**src/design/pwm_period_duty_autorange_macros.svh**
```systemverilog
// assertion macros shared by the pwm period and duty manager
`ifndef PWM_PERIOD_DUTY_AUTORANGE_MACROS_SVH
`define PWM_PERIOD_DUTY_AUTORANGE_MACROS_SVH

// same-cycle implication
`define PWMPD_ASSERT_IMP(lbl, clk, rst_n, ante, cons) \
    lbl: assert property (@(posedge clk) disable iff (!rst_n) (ante) |-> (cons)) \
        else $error("pwmpd same-cycle check failed");

// next-cycle implication
`define PWMPD_ASSERT_NEXT(lbl, clk, rst_n, ante, cons) \
    lbl: assert property (@(posedge clk) disable iff (!rst_n) (ante) |=> (cons)) \
        else $error("pwmpd next-cycle check failed");

`endif

```
**src/design/pwmpd_pkg.sv**
```systemverilog
// types and codes for the pwm period and duty manager
`timescale 1ns / 1ps
package pwmpd_pkg;

    localparam logic [3:0] ACT_PERIOD_NOW = 4'd0;
    localparam logic [3:0] ACT_PERIOD_OVF = 4'd1;
    localparam logic [3:0] ACT_CHAN_PWM   = 4'd2;
    localparam logic [3:0] ACT_DUTY       = 4'd3;
    localparam logic [3:0] ACT_INC_PERIOD = 4'd4;
    localparam logic [3:0] ACT_DEC_PERIOD = 4'd5;
    localparam logic [3:0] ACT_INC_DUTY   = 4'd6;
    localparam logic [3:0] ACT_DEC_DUTY   = 4'd7;
    localparam logic [3:0] ACT_DISABLE    = 4'd8;
    localparam logic [3:0] ACT_OVERFLOW   = 4'd9;

    localparam logic [2:0] PS_DIV1    = 3'd0;
    localparam logic [2:0] PS_DIV8    = 3'd1;
    localparam logic [2:0] PS_DIV64   = 3'd2;
    localparam logic [2:0] PS_DIV256  = 3'd3;
    localparam logic [2:0] PS_DIV1024 = 3'd4;

    localparam logic [1:0] MODE_OFF    = 2'd0;
    localparam logic [1:0] MODE_NONINV = 2'd1;
    localparam logic [1:0] MODE_INV    = 2'd2;

    typedef struct packed {
        logic [3:0]  action;
        logic        channel;
        logic [21:0] period_us;
        logic [15:0] duty_fraction;
        logic        invert;
    } t_in_word;

    typedef struct packed {
        logic [15:0] top_count;
        logic [2:0]  prescale_code;
        logic [15:0] compare_a;
        logic [15:0] compare_b;
        logic [1:0]  mode_a;
        logic [1:0]  mode_b;
        logic        update_pending;
    } t_out_word;

    // classified command held in the queue
    typedef struct packed {
        logic [3:0]  action;
        logic        channel;
        logic [15:0] duty_fraction;
        logic        invert;
        logic        period_nz;
        logic [15:0] conv_top;
        logic [2:0]  conv_sel;
    } t_cmd;

endpackage

```
**src/design/pwmpd_front.sv**
```systemverilog
// front end: converts the period to top count and prescaler, builds the command
`timescale 1ns / 1ps
module pwmpd_front #(
    parameter int CLOCKS_PER_US = 16,
    parameter int MAX_PERIOD    = 65535
) (
    input  pwmpd_pkg::t_in_word i_word,
    output pwmpd_pkg::t_cmd     o_cmd
);

    localparam int CYC_W = 22 + $clog2(CLOCKS_PER_US + 1);
    localparam logic [CYC_W-1:0] CYC_MAX = CYC_W'(MAX_PERIOD);

    logic [CYC_W-1:0] cyc;
    logic [CYC_W-1:0] cyc8;
    logic [CYC_W-1:0] cyc64;
    logic [CYC_W-1:0] cyc256;
    logic [CYC_W-1:0] cyc1024;
    logic [15:0]      top;
    logic [2:0]       sel;

    assign cyc     = CYC_W'(CLOCKS_PER_US) * CYC_W'(i_word.period_us);
    assign cyc8    = cyc >> 3;
    assign cyc64   = cyc >> 6;
    assign cyc256  = cyc >> 8;
    assign cyc1024 = cyc >> 10;

    always_comb begin
        if (cyc < CYC_MAX) begin
            top = cyc[15:0];
            sel = pwmpd_pkg::PS_DIV1;
        end else if (cyc8 <= CYC_MAX) begin
            top = cyc8[15:0];
            sel = pwmpd_pkg::PS_DIV8;
        end else if (cyc64 <= CYC_MAX) begin
            top = cyc64[15:0];
            sel = pwmpd_pkg::PS_DIV64;
        end else if (cyc256 <= CYC_MAX) begin
            top = cyc256[15:0];
            sel = pwmpd_pkg::PS_DIV256;
        end else if (cyc1024 <= CYC_MAX) begin
            top = cyc1024[15:0];
            sel = pwmpd_pkg::PS_DIV1024;
        end else begin
            // beyond the largest prescaler: saturate
            top = 16'(MAX_PERIOD);
            sel = pwmpd_pkg::PS_DIV1024;
        end
    end

    always_comb begin
        o_cmd.action        = i_word.action;
        o_cmd.channel       = i_word.channel;
        o_cmd.duty_fraction = i_word.duty_fraction;
        o_cmd.invert        = i_word.invert;
        o_cmd.period_nz     = (i_word.period_us != 22'd0);
        o_cmd.conv_top      = top;
        o_cmd.conv_sel      = sel;
    end

endmodule

```
**src/design/pwmpd_queue.sv**
```systemverilog
// two-entry command queue between front and back
`timescale 1ns / 1ps
module pwmpd_queue (
    input  logic              i_clk,
    input  logic              i_rst_n,
    input  logic              i_push,
    input  pwmpd_pkg::t_cmd   i_cmd,
    output logic              o_full,
    input  logic              i_pop,
    output logic              o_valid,
    output pwmpd_pkg::t_cmd   o_cmd,
    output logic [1:0]        o_count
);

    pwmpd_pkg::t_cmd r_mem [2];
    logic            r_wr_ptr, n_wr_ptr;
    logic            r_rd_ptr, n_rd_ptr;
    logic [1:0]      r_count, n_count;

    assign o_full  = (r_count == 2'd2);
    assign o_valid = (r_count != 2'd0);
    assign o_cmd   = r_mem[r_rd_ptr];
    assign o_count = r_count;

    always_comb begin
        n_wr_ptr = i_push ? ~r_wr_ptr : r_wr_ptr;
        n_rd_ptr = i_pop ? ~r_rd_ptr : r_rd_ptr;
        n_count  = r_count + 2'(i_push) - 2'(i_pop);
    end

    always_ff @(posedge i_clk) begin
        if (!i_rst_n) begin
            r_wr_ptr <= 1'b0;
            r_rd_ptr <= 1'b0;
            r_count  <= 2'd0;
        end else begin
            r_wr_ptr <= n_wr_ptr;
            r_rd_ptr <= n_rd_ptr;
            r_count  <= n_count;
        end
    end

    always_ff @(posedge i_clk) begin
        if (i_push) begin
            r_mem[r_wr_ptr] <= i_cmd;
        end
    end

endmodule

```
**src/design/pwmpd_back.sv**
```systemverilog
// back end: holds the timer state and carries out one command per cycle while the output is not stalled
`timescale 1ns / 1ps
module pwmpd_back #(
    parameter int MAX_PERIOD    = 65535,
    parameter int MIN_PERIOD    = 3,
    parameter int COUNTER_RANGE = 65536,
    parameter int MIN_DUTY      = 1
) (
    input  logic                 i_clk,
    input  logic                 i_rst_n,
    input  logic                 i_q_valid,
    input  pwmpd_pkg::t_cmd      i_cmd,
    output logic                 o_pop,
    output logic                 o_valid,
    input  logic                 i_stall,
    output pwmpd_pkg::t_out_word o_data
);

    localparam logic [15:0] MIN_D    = 16'(MIN_DUTY);
    localparam logic [15:0] MIN_P    = 16'(MIN_PERIOD);
    localparam logic [16:0] MAX_P17  = 17'(MAX_PERIOD);
    localparam logic [16:0] FLOOR_LO = 17'(COUNTER_RANGE / 8);
    localparam logic [16:0] FLOOR_HI = 17'(COUNTER_RANGE / 4);

    logic [15:0] r_wanted_top, n_wanted_top;
    logic [15:0] r_active_top, n_active_top;
    logic [2:0]  r_sel, n_sel;
    logic        r_pending, n_pending;
    logic [15:0] r_duty_a, n_duty_a;
    logic [15:0] r_duty_b, n_duty_b;
    logic [1:0]  r_mode_a, n_mode_a;
    logic [1:0]  r_mode_b, n_mode_b;
    logic        r_out_valid, n_out_valid;

    logic [31:0] prod;
    logic [15:0] set_val;
    logic [15:0] hi_cur;
    logic [15:0] duty_sel;
    logic [16:0] inc_next;
    logic [16:0] floor_val;
    logic [1:0]  new_mode;

    // upper duty bound for a given top; zero when top is below the minimum duty
    function automatic logic [15:0] f_upper(input logic [15:0] top);
        f_upper = (top >= MIN_D) ? top - MIN_D : 16'd0;
    endfunction

    // the upper bound wins when the two bounds cross
    function automatic logic [15:0] f_clamp(input logic [15:0] d, input logic [15:0] top);
        logic [15:0] hi;
        logic [15:0] r;
        hi = f_upper(top);
        r  = (d < MIN_D) ? MIN_D : d;
        if (r > hi) begin
            r = hi;
        end
        f_clamp = r;
    endfunction

    assign o_pop   = i_q_valid && (!r_out_valid || !i_stall);
    assign o_valid = r_out_valid;

    always_comb begin
        o_data.top_count      = r_active_top;
        o_data.prescale_code  = r_sel;
        o_data.compare_a      = r_duty_a;
        o_data.compare_b      = r_duty_b;
        o_data.mode_a         = r_mode_a;
        o_data.mode_b         = r_mode_b;
        o_data.update_pending = r_pending;
    end

    assign prod      = 32'(r_active_top) * 32'(i_cmd.duty_fraction);
    assign set_val   = f_clamp(prod[31:16], r_active_top);
    assign hi_cur    = f_upper(r_active_top);
    assign duty_sel  = i_cmd.channel ? r_duty_b : r_duty_a;
    assign inc_next  = {1'b0, r_wanted_top} + 17'd1;
    assign floor_val = (r_sel <= pwmpd_pkg::PS_DIV64) ? FLOOR_LO : FLOOR_HI;
    assign new_mode  = i_cmd.invert ? pwmpd_pkg::MODE_INV : pwmpd_pkg::MODE_NONINV;

    always_comb begin
        n_wanted_top = r_wanted_top;
        n_active_top = r_active_top;
        n_sel        = r_sel;
        n_pending    = r_pending;
        n_duty_a     = r_duty_a;
        n_duty_b     = r_duty_b;
        n_mode_a     = r_mode_a;
        n_mode_b     = r_mode_b;
        if (o_pop) begin
            case (i_cmd.action)
                pwmpd_pkg::ACT_PERIOD_NOW: begin
                    n_wanted_top = i_cmd.conv_top;
                    n_active_top = i_cmd.conv_top;
                    n_sel        = i_cmd.conv_sel;
                    n_duty_a     = f_clamp(r_duty_a, i_cmd.conv_top);
                    n_duty_b     = f_clamp(r_duty_b, i_cmd.conv_top);
                    n_pending    = 1'b0;
                end
                pwmpd_pkg::ACT_PERIOD_OVF: begin
                    n_wanted_top = i_cmd.conv_top;
                    n_sel        = i_cmd.conv_sel;
                    n_pending    = 1'b1;
                end
                pwmpd_pkg::ACT_CHAN_PWM: begin
                    if (i_cmd.period_nz) begin
                        n_wanted_top = i_cmd.conv_top;
                        n_sel        = i_cmd.conv_sel;
                        n_pending    = 1'b1;
                    end
                    if (i_cmd.channel) begin
                        n_mode_b = new_mode;
                        n_duty_b = set_val;
                    end else begin
                        n_mode_a = new_mode;
                        n_duty_a = set_val;
                    end
                end
                pwmpd_pkg::ACT_DUTY: begin
                    if (i_cmd.channel) begin
                        n_duty_b = set_val;
                    end else begin
                        n_duty_a = set_val;
                    end
                end
                pwmpd_pkg::ACT_INC_PERIOD: begin
                    n_wanted_top = inc_next[15:0];
                    if (inc_next > MAX_P17) begin
                        case (r_sel)
                            pwmpd_pkg::PS_DIV1: begin
                                n_wanted_top = 16'(inc_next >> 3);
                                n_sel        = pwmpd_pkg::PS_DIV8;
                            end
                            pwmpd_pkg::PS_DIV8: begin
                                n_wanted_top = 16'(inc_next >> 3);
                                n_sel        = pwmpd_pkg::PS_DIV64;
                            end
                            pwmpd_pkg::PS_DIV64: begin
                                n_wanted_top = 16'(inc_next >> 2);
                                n_sel        = pwmpd_pkg::PS_DIV256;
                            end
                            pwmpd_pkg::PS_DIV256: begin
                                n_wanted_top = 16'(inc_next >> 2);
                                n_sel        = pwmpd_pkg::PS_DIV1024;
                            end
                            default: begin
                                n_wanted_top = 16'(MAX_PERIOD);
                            end
                        endcase
                    end
                    n_pending = 1'b1;
                end
                pwmpd_pkg::ACT_DEC_PERIOD: begin
                    if (r_sel == pwmpd_pkg::PS_DIV1) begin
                        n_wanted_top = (r_wanted_top > MIN_P) ? r_wanted_top - 16'd1 : MIN_P;
                    end else if ({1'b0, r_wanted_top} >= floor_val) begin
                        n_wanted_top = r_wanted_top - 16'd1;
                    end else begin
                        // drop to the next smaller prescaler at full range
                        n_wanted_top = 16'(MAX_PERIOD);
                        n_sel = (r_sel >= pwmpd_pkg::PS_DIV1024) ? pwmpd_pkg::PS_DIV256
                                                                  : r_sel - 3'd1;
                    end
                    n_pending = 1'b1;
                end
                pwmpd_pkg::ACT_INC_DUTY: begin
                    if (duty_sel < hi_cur) begin
                        if (i_cmd.channel) begin
                            n_duty_b = r_duty_b + 16'd1;
                        end else begin
                            n_duty_a = r_duty_a + 16'd1;
                        end
                    end
                end
                pwmpd_pkg::ACT_DEC_DUTY: begin
                    if (duty_sel > MIN_D) begin
                        if (i_cmd.channel) begin
                            n_duty_b = r_duty_b - 16'd1;
                        end else begin
                            n_duty_a = r_duty_a - 16'd1;
                        end
                    end
                end
                pwmpd_pkg::ACT_DISABLE: begin
                    if (i_cmd.channel) begin
                        n_mode_b = pwmpd_pkg::MODE_OFF;
                    end else begin
                        n_mode_a = pwmpd_pkg::MODE_OFF;
                    end
                end
                pwmpd_pkg::ACT_OVERFLOW: begin
                    if (r_pending) begin
                        n_active_top = r_wanted_top;
                        n_duty_a     = f_clamp(r_duty_a, r_wanted_top);
                        n_duty_b     = f_clamp(r_duty_b, r_wanted_top);
                        n_pending    = 1'b0;
                    end
                end
                default: begin
                end
            endcase
        end
    end

    always_comb begin
        if (o_pop) begin
            n_out_valid = 1'b1;
        end else if (r_out_valid && i_stall) begin
            n_out_valid = 1'b1;
        end else begin
            n_out_valid = 1'b0;
        end
    end

    always_ff @(posedge i_clk) begin
        if (!i_rst_n) begin
            r_wanted_top <= 16'hffff;
            r_active_top <= 16'hffff;
            r_sel        <= pwmpd_pkg::PS_DIV1;
            r_pending    <= 1'b0;
            r_duty_a     <= MIN_D;
            r_duty_b     <= MIN_D;
            r_mode_a     <= pwmpd_pkg::MODE_NONINV;
            r_mode_b     <= pwmpd_pkg::MODE_NONINV;
            r_out_valid  <= 1'b0;
        end else begin
            r_wanted_top <= n_wanted_top;
            r_active_top <= n_active_top;
            r_sel        <= n_sel;
            r_pending    <= n_pending;
            r_duty_a     <= n_duty_a;
            r_duty_b     <= n_duty_b;
            r_mode_a     <= n_mode_a;
            r_mode_b     <= n_mode_b;
            r_out_valid  <= n_out_valid;
        end
    end

endmodule

```
**src/design/pwm_period_duty_autorange.sv**
```systemverilog
// an accepted word is first written into the queue, then applied by the back end to its state registers
// throughput: one word per cycle while the output is not stalled; the back end applies one command per
// cycle, and its state registers double as the output register
// a two-entry queue decouples input stall from output stall
// reset (synchronous, active low): top 65535, prescaler 1, duties at minimum,
// both channels non-inverting, nothing pending, queue empty
`timescale 1ns / 1ps
`include "pwm_period_duty_autorange_macros.svh"
module pwm_period_duty_autorange #(
    parameter int CLOCKS_PER_US = 16,
    parameter int MAX_PERIOD    = 65535,
    parameter int MIN_PERIOD    = 3,
    parameter int COUNTER_RANGE = 65536,
    parameter int MIN_DUTY      = 1
) (
    input  logic                 i_clk,
    input  logic                 i_rst_n,
    input  logic                 i_valid,
    output logic                 o_stall,
    input  pwmpd_pkg::t_in_word  i_data,
    output logic                 o_valid,
    input  logic                 i_stall,
    output pwmpd_pkg::t_out_word o_data
);

    pwmpd_pkg::t_cmd front_cmd;
    pwmpd_pkg::t_cmd q_cmd;
    logic            q_full;
    logic            q_valid;
    logic            q_pop;
    logic [1:0]      q_count;
    logic            push;
    logic [15:0]     out_hi;

    assign push    = i_valid && !q_full;
    assign o_stall = q_full;

    pwmpd_front #(
        .CLOCKS_PER_US (CLOCKS_PER_US),
        .MAX_PERIOD    (MAX_PERIOD)
    ) u_front (
        .i_word (i_data),
        .o_cmd  (front_cmd)
    );

    pwmpd_queue u_queue (
        .i_clk   (i_clk),
        .i_rst_n (i_rst_n),
        .i_push  (push),
        .i_cmd   (front_cmd),
        .o_full  (q_full),
        .i_pop   (q_pop),
        .o_valid (q_valid),
        .o_cmd   (q_cmd),
        .o_count (q_count)
    );

    pwmpd_back #(
        .MAX_PERIOD    (MAX_PERIOD),
        .MIN_PERIOD    (MIN_PERIOD),
        .COUNTER_RANGE (COUNTER_RANGE),
        .MIN_DUTY      (MIN_DUTY)
    ) u_back (
        .i_clk     (i_clk),
        .i_rst_n   (i_rst_n),
        .i_q_valid (q_valid),
        .i_cmd     (q_cmd),
        .o_pop     (q_pop),
        .o_valid   (o_valid),
        .i_stall   (i_stall),
        .o_data    (o_data)
    );

    // duty upper bound for the applied top, for checking only
    assign out_hi = (o_data.top_count >= 16'(MIN_DUTY)) ?
                    o_data.top_count - 16'(MIN_DUTY) : 16'd0;

    `PWMPD_ASSERT_NEXT(a_accept_lands_in_queue, i_clk, i_rst_n, i_valid && !o_stall, q_count != 2'd0)
    `PWMPD_ASSERT_IMP(a_prescale_in_range, i_clk, i_rst_n, o_valid, o_data.prescale_code <= pwmpd_pkg::PS_DIV1024)
    `PWMPD_ASSERT_IMP(a_duty_a_bounded, i_clk, i_rst_n, o_valid, o_data.compare_a <= out_hi)
    `PWMPD_ASSERT_IMP(a_duty_b_bounded, i_clk, i_rst_n, o_valid, o_data.compare_b <= out_hi)

endmodule
```
**config.mk**
```make
export PLATFORM = sky130hd
export DESIGN_NAME = pwm_period_duty_autorange
export DESIGN_NICKNAME = d
export VERILOG_FILES = /design/src/design/pwmpd_pkg.sv /design/src/design/pwmpd_front.sv /design/src/design/pwmpd_queue.sv /design/src/design/pwmpd_back.sv /design/src/design/pwm_period_duty_autorange.sv
export VERILOG_INCLUDE_DIRS = /design/src /design/src/design
export SDC_FILE = /design/constraint.sdc
export NUM_CORES = 1
export LEC_CHECK = 0
export ABC_AREA = 1
export BUFFER_PORTS_ARGS = -buffer_cell sky130_fd_sc_hd__buf_2
export CORE_MARGIN = 1.5
export CORE_UTILIZATION = 65
export CTS_CLUSTER_SIZE = 16
export DETAILED_ROUTE_END_ITERATION = 7
export HOLD_SLACK_MARGIN = 0.06
export PLACE_DENSITY_LB_ADDON = 0.15
export SYNTH_ARGS = -nofsm -noshare
export SYNTH_HDL_FRONTEND = slang
export SYNTH_SLANG_ARGS = --single-unit
```
**constraint.sdc**
```tcl
create_clock -name i_clk -period 12.6 [get_ports i_clk]
set_input_delay 1.26 -clock i_clk [delete_from_list [all_inputs] [get_ports i_clk]]
set_output_delay 1.26 -clock i_clk [all_outputs]
set_load 0.005 [all_outputs]
```
Word-level counts from Yosys, hierarchy flattened
Memories as Yosys holds them, arrays and structs flattened. A register that Yosys moved wholly into a read port is not among the register bits.
Index checks and enable logic that the tools add are counted.
{"block": "totals", "register_bits": 77, "ramBits": 84, "input_bits": 48, "out_inout_bits": 58, "mem_count": 1}
{"name": "u_queue.r_mem", "depth": 2, "word_bits": 42, "read_ports": 1, "rd_ports_with_merged_regs": 1, "wr": 1, "line": "pwmpd_queue.sv:15", "rtl": "pwmpd_pkg::t_cmd r_mem [2];"}
{"block": "op_classes", "add_sub_neg": 11, "mul": 1, "n_lt_le_gt_ge": 23, "eq_ne": 31, "mux": 67, "bitwise": 2, "reduce_logical": 30}
{"op": "$mux W16", "n": 35}
{"op": "$pmux W16 S5", "n": 2}
{"op": "$gt A16 B16 Y1", "n": 5}
{"op": "$sub A16 B1 Y16 const B", "n": 5}
{"op": "$pmux W16 S2", "n": 2}
{"op": "$pmux W16 S4", "n": 1}
{"op": "$ge A16 B1 Y1 const B", "n": 3}
{"op": "$lt A16 B1 Y1 const B", "n": 3}
{"op": "$add A16 B1 Y16 const B", "n": 2}
{"op": "$mul A16 B16 Y32", "n": 1}
{"op": "$mux W3", "n": 9}
{"op": "$lt A26 B16 Y1 const B", "n": 1}
{"op": "$pmux W3 S4", "n": 2}
{"op": "$le A23 B16 Y1 const B", "n": 1}
{"op": "$reduce_bool A22 Y1", "n": 1}
{"op": "$le A20 B16 Y1 const B", "n": 1}
{"op": "$le A18 B16 Y1 const B", "n": 1}
{"op": "$ne A2 B1 Y1 const B", "n": 9}
{"op": "$add A16 B1 Y17 const B", "n": 1}
{"op": "$ge A16 B17 Y1", "n": 1}
{"op": "$gt A17 B16 Y1 const B", "n": 1}
{"op": "$eq A4 B3 Y1 const B", "n": 4}
{"op": "$gt A16 B1 Y1 const B", "n": 1}
{"op": "$gt A16 B2 Y1 const B", "n": 1}
{"op": "other kinds (36)", "n": 72}

Logic depth before layout (Yosys ltp)
{"block": "logic_depth", "ltp_word": 7, "mapped_depth": 53}

Modules after synthesis
From an unflattened synthesis, not the netlist that was laid out.
{"block": "hier_totals", "cells_unflattened": 3573, "area_unflattened_um2": 24468.5}
{"mod": "pwmpd_back", "instances": 1, "cells_each": 3208, "area_each_um2": 19987.9, "seq_area_each_um2": 1461.4}
{"mod": "pwmpd_queue", "instances": 1, "cells_each": 164, "area_each_um2": 3462.1, "seq_area_each_um2": 2622.5}
{"mod": "pwmpd_front", "instances": 1, "cells_each": 199, "area_each_um2": 1008.5, "seq_area_each_um2": 0.0}
{"mod": "pwm_period_duty_autorange", "instances": 1, "cells_each": 2, "area_each_um2": 10.0, "seq_area_each_um2": 0.0}

Least setup slack after synthesis
Ideal clock, no wire load.
{"block": "synth_timing", "path_kind": "reg2reg", "startpoint": "reg with a tool-made name", "endpoint": "reg u_back.r_duty_b[13]", "setup_ps": 117, "arrival_time_ps": 8258, "path_slack_ps": 4225, "stages_incl_launch_ff": 50, "n_path_buf": 6, "path_cell_list": "dfxtp_1 > buf_6 > inv_2 > buf_6 > buf_6 > clkbuf_1 > or2_2 > o21ai_1 > clkbuf_1 > nor2_1 > fa_1 > inv_1 > fa_1 > fa_1 > fa_1 > inv_1 > fa_1 > inv_1 > (+14 left out) > nor2_1 > a21oi_1 > ha_1 > nor2_1 > nor2_1 > o21ai_0 > nand3_1 > o211ai_1 > nand2_1 > nand2_1 > nand2_1 > clkinv_1 > clkbuf_1 > nand2_1 > o211ai_1 > nand4_1 > nor3_1 > nor2_1"}
{"item": "end signal, assigned", "line": "pwmpd_back.sv:232", "rtl": "r_duty_b <= n_duty_b;"}
{"item": "end, declared", "line": "pwmpd_back.sv:30", "rtl": "logic [15:0] r_duty_b, n_duty_b;"}

==> results.cfg <==
[routing]
first_pass_iters = 6
wl_met3_um = 10700
dr.first_iter.drc_count = 2873
drtAntennaViolNets = 0
vias = 23800
wl_met2_um = 36000
top_layer = met5
wirelength_um = 82600
met1_length_um = 28700
drc = 0
routed_via_density = 6.25
drt-wirelength-per-cell_um = 21.7

[min_path]
hold_class = register to register

[place]
place_congestion = 1.04
dp_cells = 3776
hpwl_um = 62300
port_buffers = 105

[global_route]
track_usage_pct = 45.4
grt_remaining_overflow = 0
antenna_found_initial = 3
grt_max_degree = 68
grt_pass1_wl_um = 127000
grt_pass1_vias = 23600

[sta]
timing.fmax_mhz = 94.3
setup_tns_ns = 0
slew_violations = 0
worst_pin_slew_ns = 1.44
period_needed_ns = 10.60
setup_viol = 0
maxSlewHeadroom_pct = 3.13
min_period_over_period_pct = 84.2
rsz0062_at_grt = no
finalClockSkew_ns = 0.0330
hold_violations = 0

[synthesis]
muxShareOfSynthArea_pct = 0
yosys_warnings = 0
synth-edff-count = 84
synth_area_leaders = fa_1, nand2_1, ha_1
ys_types = 61
synthSimpleGateAreaFrac_pct = 27.7
netlist_area_um2 = 23400
syn-mean-instance-area_um2 = 7.00
async_reset_ff_share_pct = 0
syn_inst = 3344
synth_top_area_share_pct = 16.5
synthAdderAreaFrac_pct = 28.1
yosysMostFrequentCell = nand2_1
ys.flop_type = edfxtp_1
yosysTopAreaCell = fa_1
ys_seq_elements = 162
ys_seq_area_share_pct = 17.4
synth_top_family_by_area = adder cells
synthXorXnorAreaFrac_pct = 1.80
synth_common_cells = nand2_1, inv_1, nor2_1
synth_compound_area_share_pct = 13.5
syn_nets = 3803

[run]
drv_cap = 0

[clock_tree]
post_cts_resized = 0
h-tree-depth = 4
clk_pin_slew_ns = 0.07
cts_made_buffers = 17
cts_tree = yes
postCtsSetupBuffers = 0
worst_skew_pair.late_latency_ns = 0.47
ctsLongestPathBuffers = 2
root_buffer = clkbuf_16
cts.sinks = 162
cts_hold_buf = 0

[floorplanning]
die_y_um = 193
fp.dieW_um = 193
io_pins = 106
start_util_pct = 66.0
die_area_um2 = 37200
rows = 69
core_area_um2 = 35500

[worst_setup_path]
cp.required_ns = 12.93
path_buf_inv = 8
cp_slowest_cell = o21ai_1
path_max_fanout = 45
cp_common_cell = fa_1
path_delay_family = adder cells
cp.arrival_ns = 10.94
startpoint_type = register
cp-end-kind = register
cpPeakStageDelay_ns = 0.73
critPathKind = register to register

[finish]
final_layout_size_suffix_gt1_share_pct = 8.52
syn2layout_area_growth_pct = 5.10
nets = 3793
fin_cells = 3809

[run_status]
outcome = finished clean
==> cell usage in the layout, fill, tap and decap left out, types with 77 or more instances in the layout <==
cell and count:
nand2_1 771, inv_1 503, nor2_1 358, ha_1 218, a21oi_1 194, fa_1 193, nand3_1 149, o21ai_0 139
buf_2 105, edfxtp_1 84, dfxtp_1 77
==> worst paths after layout <==
kind	startpoint	end	slack, ns	cells after the start
worst max-delay path	register	u_back.r_duty_a[2]$_SDFFE_PN0P_	2.00	36
worst min-delay path	u_back.r_mode_b[0]$_SDFFE_PN1P_	u_back.r_mode_b[0]$_SDFFE_PN1P_	0.46	2
worst max register to register	register	u_back.r_duty_a[2]$_SDFFE_PN0P_	2.00	36
worst min register to register	u_back.r_mode_b[0]$_SDFFE_PN1P_	u_back.r_mode_b[0]$_SDFFE_PN1P_	0.46	2
==> per-layer routing <==
layer	vias up	GRT usage, %
met1	10900	52.6
li1	10800	-
met2	1718	69.6
met4	6	34.5
met3	453	14.7
met5	-	0
==> stage by stage <==
| step | instance area (µm²) | hold WS, ns | setup slack [ns] | utilization, % |
|---|---|---|---|---|
| floorplan | 23400 | 0.426 | 4.23 | - |
| global route | 24600 | 0.479 | 1.36 | 69.4 |
| detailed placement | 24000 | 0.443 | 2.36 | 67.6 |
| global placement | 24000 | 0.433 | 2.42 | 67.6 |
| CTS | 24600 | 0.463 | 2.30 | 69.4 |
| finish | 24600 | 0.463 | 2.00 | 69.4 |
==> cell families after synthesis <==
| family | Yosys count |
|---|---|
| AND/OR/NAND/NOR | 1502 |
| buffers and inverters | 687 |
| AO/OA/AOI/OAI | 534 |
| adder cells (fa/ha/maj) | 411 |
| flip-flops | 162 |
| XOR/XNOR | 48 |
==> registers in the layout (all words and copies together) (netlist names), named ones only <==
name and flops:
u_back.r_wanted_top 16, u_back.r_mode_b 2, u_queue.o_count 2, u_back.o_valid 1
u_back.r_duty_b 16, u_back.r_mode_a 2, u_queue.r_wr_ptr 1, u_queue.r_rd_ptr 1
u_back.r_active_top 16, u_back.r_duty_a 16, u_back.r_pending 1, u_queue.r_mem 84
u_back.r_sel 3
==> worst register-to-register path, delay by kind of cell, from the launching register on <==
| kind | cells | cell delay (ns) |
|---|---|---|
| compound gates | 8 | 2.52 |
| buf+inv | 8 | 2.05 |
| flops | 1 | 0.31 |
| simple gates | 12 | 1.87 |
| fa+ha+maj | 8 | 3.76 |
==> cell type report <==
cell class | count | area (µm²)
multi-input cells | 2495 | 16700
fillers | 3054 | 10900
flip-flops and latches | 162 | 4090
inverters | 539 | 2030
repair buffers | 119 | 631
well taps | 461 | 577
clock buffers | 17 | 425
clock inverters | 15 | 194
diodes | 1 | 2.50
Power is not shown: default switching activity piles up to over one toggle a cycle in this logic, so the estimate is an artifact.
